`config.mk`:
```
export PLATFORM = sky130hd
export DESIGN_NAME = rdq_ctrl
export DESIGN_NICKNAME = d
export VERILOG_FILES = /design/src/rtl/reversible_deque_top_macros.svh /design/src/rtl/rdq_pkg.sv /design/src/rtl/rdq_ctrl.sv
export SDC_FILE = /design/constraint.sdc
export NUM_CORES = 1
export LEC_CHECK = 0
export BUFFER_PORTS_ARGS = -buffer_cell sky130_fd_sc_hd__buf_2
export CAP_MARGIN = 40
export CORE_MARGIN = 4
export CORE_UTILIZATION = 55
export DETAILED_ROUTE_END_ITERATION = 16
export PLACE_DENSITY = 0.94
export SYNTH_ARGS = -nofsm -noshare
export SYNTH_HDL_FRONTEND = slang
export SYNTH_SLANG_ARGS = --single-unit
```
`constraint.sdc`:
```
create_clock -name clk -period 9.7 [get_ports clk]
set_input_delay 2.425 -clock clk [delete_from_list [all_inputs] [get_ports clk]]
set_output_delay 2.425 -clock clk [all_outputs]
set_load 0.02 [all_outputs]
```
`src/rtl/reversible_deque_top_macros.svh`:
```
// Assertion macros for the deque. Bodies are empty when SYNTHESIS is defined.
`ifndef REVERSIBLE_DEQUE_TOP_MACROS_SVH
`define REVERSIBLE_DEQUE_TOP_MACROS_SVH

`ifndef SYNTHESIS
// same-cycle implication
`define RDQ_ASSERT_NOW(lbl, ante, cons) \
  lbl: assert property (@(posedge clk) disable iff (rst) (ante) |-> (cons)) \
    else $error("deque check failed");
// next-cycle implication
`define RDQ_ASSERT_NEXT(lbl, ante, cons) \
  lbl: assert property (@(posedge clk) disable iff (rst) (ante) |=> (cons)) \
    else $error("deque check failed");
`else
`define RDQ_ASSERT_NOW(lbl, ante, cons)
`define RDQ_ASSERT_NEXT(lbl, ante, cons)
`endif

`endif

```
`src/rtl/rdq_pkg.sv`:
```
`timescale 1ns / 1ps
package rdq_pkg;

  localparam int DEPTH   = 256;
  localparam int AW      = $clog2(DEPTH);
  localparam int CNT_W   = $clog2(DEPTH + 1);
  localparam int COUNT_W = 9;
  localparam int DATA_W  = 32;
  localparam int CMD_W   = 2;

  localparam logic [CMD_W-1:0] CMD_PUSH_FRONT = 2'd0;
  localparam logic [CMD_W-1:0] CMD_PUSH_BACK  = 2'd1;
  localparam logic [CMD_W-1:0] CMD_POP_FRONT  = 2'd2;
  localparam logic [CMD_W-1:0] CMD_REVERSE    = 2'd3;

  typedef logic [AW-1:0]     addr_t;
  typedef logic [CNT_W-1:0]  cnt_t;
  typedef logic [DATA_W-1:0] data_t;

  // slot memory access for one command
  typedef struct packed {
    logic  we;
    addr_t waddr;
    data_t wdata;
    logic  re;
    addr_t raddr;
  } mem_t;

  // status part of a result
  typedef struct packed {
    logic               pop_valid;
    logic               was_empty;
    logic               was_full;
    logic [COUNT_W-1:0] count;
  } res_t;

endpackage

```
`src/rtl/rdq_ctrl.sv`:
```
`timescale 1ns / 1ps
module rdq_ctrl (
  input  logic                         clk,
  input  logic                         rst,
  input  logic                         acc,
  input  logic [rdq_pkg::CMD_W-1:0]    cmd,
  input  rdq_pkg::data_t               value,
  output rdq_pkg::mem_t                mem,
  output rdq_pkg::res_t                res,
  output rdq_pkg::cnt_t                cnt
);

  rdq_pkg::addr_t head, head_next;
  rdq_pkg::cnt_t  cnt_next;
  logic           reversed, reversed_next;
  logic           full, empty;
  rdq_pkg::addr_t cnt_lo, last_off;

  assign full     = (cnt == rdq_pkg::cnt_t'(rdq_pkg::DEPTH));
  assign empty    = (cnt == '0);
  assign cnt_lo   = cnt[rdq_pkg::AW-1:0];
  assign last_off = cnt_lo - rdq_pkg::addr_t'(1);

  always_comb begin
    head_next     = head;
    cnt_next      = cnt;
    reversed_next = reversed;
    mem           = '0;
    mem.wdata     = value;
    res           = '0;
    case (cmd)
      rdq_pkg::CMD_PUSH_FRONT: begin
        if (full) begin
          res.was_full = 1'b1;
        end else begin
          head_next = reversed ? head + rdq_pkg::addr_t'(1) : head - rdq_pkg::addr_t'(1);
          mem.we    = 1'b1;
          mem.waddr = head_next;
          cnt_next  = cnt + rdq_pkg::cnt_t'(1);
        end
      end
      rdq_pkg::CMD_PUSH_BACK: begin
        if (full) begin
          res.was_full = 1'b1;
        end else begin
          mem.we    = 1'b1;
          mem.waddr = reversed ? head - cnt_lo : head + cnt_lo;
          cnt_next  = cnt + rdq_pkg::cnt_t'(1);
        end
      end
      rdq_pkg::CMD_POP_FRONT: begin
        if (empty) begin
          res.was_empty = 1'b1;
        end else begin
          res.pop_valid = 1'b1;
          mem.re        = 1'b1;
          mem.raddr     = head;
          head_next     = reversed ? head - rdq_pkg::addr_t'(1) : head + rdq_pkg::addr_t'(1);
          cnt_next      = cnt - rdq_pkg::cnt_t'(1);
        end
      end
      default: begin
        // reverse: head moves to the old back element
        if (!empty) begin
          head_next = reversed ? head - last_off : head + last_off;
        end
        reversed_next = !reversed;
      end
    endcase
    res.count = rdq_pkg::COUNT_W'(cnt_next);
    if (!acc) begin
      mem.we = 1'b0;
      mem.re = 1'b0;
    end
  end

  always_ff @(posedge clk) begin
    if (rst) begin
      head     <= '0;
      cnt      <= '0;
      reversed <= 1'b0;
    end else if (acc) begin
      head     <= head_next;
      cnt      <= cnt_next;
      reversed <= reversed_next;
    end
  end

endmodule

```
==> out/qor.yml, run 1 <==
dpl_cell_area_sq_um: 2770
max_stage_delay_ns: 0.45
drtAntennaViolNets: 0
cts_sinks: 18
fin_tns_setup_ns: 0
grt_util_all_layers_pct: 23.1
rows: 25
overflow: 0
syn_avg_cell_area_sq_um: 7.36
worstSetupStartpointType: "input pin"
leakage_nw: 1.29
clock.fmax_ghz: 0.153
antenna_found_initial: 0
final_layout_size_suffix_gt1_share_pct: 16.7
die-area_sq_um: 6380
nets: 439
diodes: 0
cts_root_buffer: "clkbuf_8"
yosysUniqueCellTypes: 63
area_growth_pct: -0.969
cts.clk_slew.worst_paths_ns: 0.08
htreeDepth: 1
crit_top_cell: "buf_2"
clkLatencyLatePin_ns: 0.27
hold_class: "reg -> reg"
synth_area_leaders: "dfxtp_1, buf_4, ha_1"
postCtsHoldBufs: 0
synth_top_area_share_pct: 12.7
fin_crit_sh_pct: 67.2
crit_required_ns: 7.28
max-slew-margin-rel_pct: 51.7
dp_hpwl_um: 5350
port_buffers: 43
rrSetupSlack_ns: 6.13
hold_violations: 0
final_cell_area_sq_um: 2810
finalSetupViolCount: 0
layout_min_cycle_time_ns: 6.52
cap_violations: 0
whs_endpoint: "cnt[1]"
multi_input_area_sq_um: 2040
core_sq_um: 4850
cts_tree: "done"
power_density_nw_per_um2: 195
path_class: "in -> out"
final_cell_mix: "nor2_1, buf_2, nand2_1, a21oi_1"
synthesis.area_sq_um: 2840
ys.flop_type: "dfxtp_1"
crit_chain: "buf_2 -> nor2b_1 -> o21ai_4 -> inv_2 -> a32o_1 -> xor2_1 -> buf_2"
hold_start: "cnt[1]"
skew_ns: 0.00331
holdPathStages: 2
ioPinCount: 108
yosys.area.top_type: "dfxtp_1"
grt_pass1_wl_um: 11800
rr_startpoint: "cnt[0]"
slew_violations: 0
end_kind: "primary output"
cts_made_buffers: 3
gp_congestion: 0.886
nFillCells: 452
worst_pin_slew_ns: 0.725
crit_slowest_cell: "nor2b_1"
clockBufferDepth: 2
grt_start_max_net_pins: 26
register_area_sq_um: 360
rsz0062_at_grt: "false"
grt_pass1_vias: 2577
dr.pass1.iters: 4
synth_edf_count: 0
die_h_um: 79.9
r2r_cells: 13
fp.dieW_um: 79.9
start_util_pct: 58.6
ys_seq_elements: 18
worstPathArrival_ns: 4.09
synth_nets: 446
ys_warn_count: 0
async_reset_ff_share_pct: 0
post_cts_buffers: 0
drc: 0
drt_iter0_drc: 216
cts_repair_resize_count: 0
status: "finished, final reports clean"
viasPerCell: 6.10
drt_wl_total_um: 7220
vdd_drop_max_uv: 89.1
cp_max_fo: 13
rr_endpoint: "head[7]"
layout_commonest_cell: "nor2_1"
synthCells: 386
ys_seq_area_share_pct: 12.7
vias: 2707
wl_per_cell_um: 16.3
layout make-up:
cell class              count  share of cell area [%]
inverters                  17                    2.27
flip-flops and latches     18                    12.8
well taps                  67                    2.98
multi-input cells         295                    72.6
repair buffers             44                    7.91
clock buffers               3                    1.47
registers in the layout (all words and copies together), names as in the netlist:
register / flops
reversed: 1
head: 8
cnt: 9
synthesized netlist by cell type, drive strengths merged, types with 8 or more instances:
cell type  count
ha            21
clkbuf        11
buf           44
xnor2         23
nor3           8
xor2          23
nand3          8
o21ai         22
and2          12
nor2          45
nand2         26
a21oi         24
dfxtp         18
inv           15
through the flow:
step           setup slack, ns  hold WS (ns)  utilization [%]  power (mW)  cells
2_1_floorplan             3.49         0.533                -       0.426    386
3_3_place_gp              3.33         0.558             57.2       0.470    441
3_5_place_dp              3.24         0.569             57.2       0.486    441
4_1_cts                   3.22         0.581             58.0       0.544    444
5_1_grt                   3.06         0.603             58.0       0.595    444
6_report                  3.18         0.580             58.0       0.549    444
per-layer routing:
metal  global-route usage (%)  share of wire, %  vias to the layer above
met5                        0                 0                        -
met4                     10.8               1.7                        0
met3                     4.63               8.7                       16
met2                     37.6                48                      132
met1                     29.0                42                     1269
li1                         -                 -                     1290
worst max path at each step:
| stage | depth (start not counted) | from | to |
|---|---|---|---|
| floorplan | 7 | cmd[0] | res[0] |
| global placement | 7 | cmd[1] | res[4] |
| detailed placement | 7 | cmd[1] | res[4] |
| CTS | 7 | cmd[1] | res[4] |
| global route | 7 | cmd[1] | res[4] |
| finish | 7 | cmd[1] | res[4] |
report_power, final:
| group | total, mW | internal (mW) | switching [mW] |
|---|---|---|---|
| clock network | 0.0571 | 0.0278 | 0.0293 |
| registers | 0.111 | 0.0834 | 0.0277 |
| logic | 0.381 | 0.160 | 0.220 |
| total | 0.549 | 0.271 | 0.277 |
logic make-up (layout without fill, tap and decap cells):
family	count (synthesis)	after routing	synth area share [%]
simple gates	131	131	23.5
compound gates	87	87	20.7
buf+inv	73	64	15.5
xor+xnor	46	46	14.2
fa+ha+maj	23	23	10.7
flops	18	18	12.7
mux	8	8	2.86
critical path, delay by kind of cell:
kind / cells / cell delay [ns]
buf+inv: 3 / 0.66
simple gates: 1 / 0.45
compound gates: 2 / 0.40
xor+xnor: 1 / 0.15
No activity file was read; power rests on OpenSTA's default activity.
==> inputs of run 2 (changes only) <==
Settings changed: CORE_UTILIZATION 55 to 46, PLACE_DENSITY 0.94 to 0.85.
Clock period 9.7 ns to 5.85 ns, I/O delays scaled along.
==> run 2 against run 1 <==
  * Sequential share of layout area barely moved
  * Non-clock buffer count did not move
  * Sequential power rose by 67%
  * Critical endpoint is now mem[46]
  * Wire length rose by 4.4%
==> out/qor.yml, run 2 (synthesized netlist as in run 1, its figures left out) <==
status: "finished, final reports clean"
worstSetupStartpointType: "flop"
cts.clk_slew.worst_paths_ns: 0.08
vias: 2719
cp_max_fo: 12
finalPower_uw: 917
overflow: 0
core_sq_um: 5960
wl_per_cell_um: 16.7
cts_tree: "done"
hold_violations: 0
end_kind: "primary output"
worstPathArrival_ns: 3.49
register_area_sq_um: 360
final_cell_mix: "nor2_1, buf_2, nand2_1, a21oi_1"
gp_congestion: 0.910
grt_util_all_layers_pct: 20.5
drt_iter0_drc: 307
layout_commonest_cell: "nor2_1"
power_density_nw_per_um2: 325
largest_reg_flops: 9
port_buffers: 43
fin_crit_sh_pct: 84.7
final_layout_size_suffix_gt1_share_pct: 16.7
fp.dieW_um: 86.6
cap_violations: 0
viasPerCell: 6.02
hold_class: "reg -> reg"
grt_start_max_net_pins: 26
area_growth_pct: -0.616
cts_sinks: 18
rsz0062_at_grt: "false"
skew_ns: 0.00576
layout_min_cycle_time_ns: 4.96
regMostFlops: "cnt"
leakage_nw: 1.29
fin_tns_setup_ns: 0
top_regs: "cnt (9), head (8), reversed (1)"
rows: 28
clkLatencyLatePin_ns: 0.27
vdd_drop_max_uv: 147
start_util_pct: 47.7
drt_wl_total_um: 7540
drtAntennaViolNets: 0
finalSetupViolCount: 0
antenna_found_initial: 0
nFillCells: 620
nets: 439
clock.fmax_ghz: 0.202
post_cts_buffers: 0
grt_pass1_vias: 2585
die-area_sq_um: 7500
cts_made_buffers: 3
diodes: 0
postCtsHoldBufs: 0
crit_required_ns: 4.39
drc: 0
path_class: "reg -> out"
multi_input_area_sq_um: 2040
die_h_um: 86.6
cts_repair_resize_count: 0
htreeDepth: 1
max-slew-margin-rel_pct: 50.8
slew_violations: 0
cts_root_buffer: "clkbuf_8"
ioPinCount: 108
dp_hpwl_um: 5690
clockBufferDepth: 2
worst_pin_slew_ns: 0.738
grt_pass1_wl_um: 12600
dr.pass1.iters: 5
==> run 2: cell counts in the layout (fill, tap and decap cells not counted) <==
Identical to the previous run, type by type.
==> run 2: final cells by class <==
| class | count | area share, % |
|---|---|---|
| multi-input combinational | 295 | 72.3 |
| inverter | 17 | 2.26 |
| tap | 75 | 3.32 |
| sequential | 18 | 12.8 |
| timing repair buffer | 44 | 7.89 |
| clock buffer | 3 | 1.46 |
==> run 2: power by group <==
part	total [mW]	internal (mW)	switching, mW	leakage (nW)
registers	0.185	0.138	0.0468	0.147
logic	0.636	0.266	0.370	1.12
clock network	0.0960	0.0461	0.0499	0.0216
total	0.917	0.450	0.467	1.29
==> run 2: critical path: stages, from the launching register on <==
cell	delay (ns)
dfxtp_1	0.59
inv_1	0.18
ha_1	0.43
mux2_2	0.33
inv_1	0.06
ha_1	0.21
nor2b_1	0.12
o21ai_0	0.34
a21oi_1	0.14
a211oi_1	0.28
xnor2_1	0.15
a22oi_1	0.08
nor2_1	0.14
buf_2	0.18
==> run 2: final timing paths <==
check,from,to,slack (ns),depth (start not counted)
max,cnt[0],mem[46],0.89,13
min,head[0],head[0],0.58,2
max reg2reg,cnt[0],head[7],2.12,13
min reg2reg,head[0],head[0],0.58,2
==> run 2: stage by stage <==
step           hold WS (ns)  worst slack, ns  cells  util [%]  instance area, sq um
2_1_floorplan         0.533             1.34    386         -                  2840
3_3_place_gp          0.572             1.43    449      46.7                  2780
3_5_place_dp          0.575             1.25    449      46.7                  2780
4_1_cts               0.585            0.958    452      47.4                  2820
5_1_grt               0.644            0.727    452      47.4                  2820
6_report              0.583            0.893    452      47.4                  2820
==> run 2: layer usage <==
layer	up-vias	routed length [um]	global-route usage (%)
li1	1284	-	-
met1	1270	3190	27.4
met2	143	3570	33.7
met3	22	656	4.09
met4	0	124	5.52
met5	-	0	0
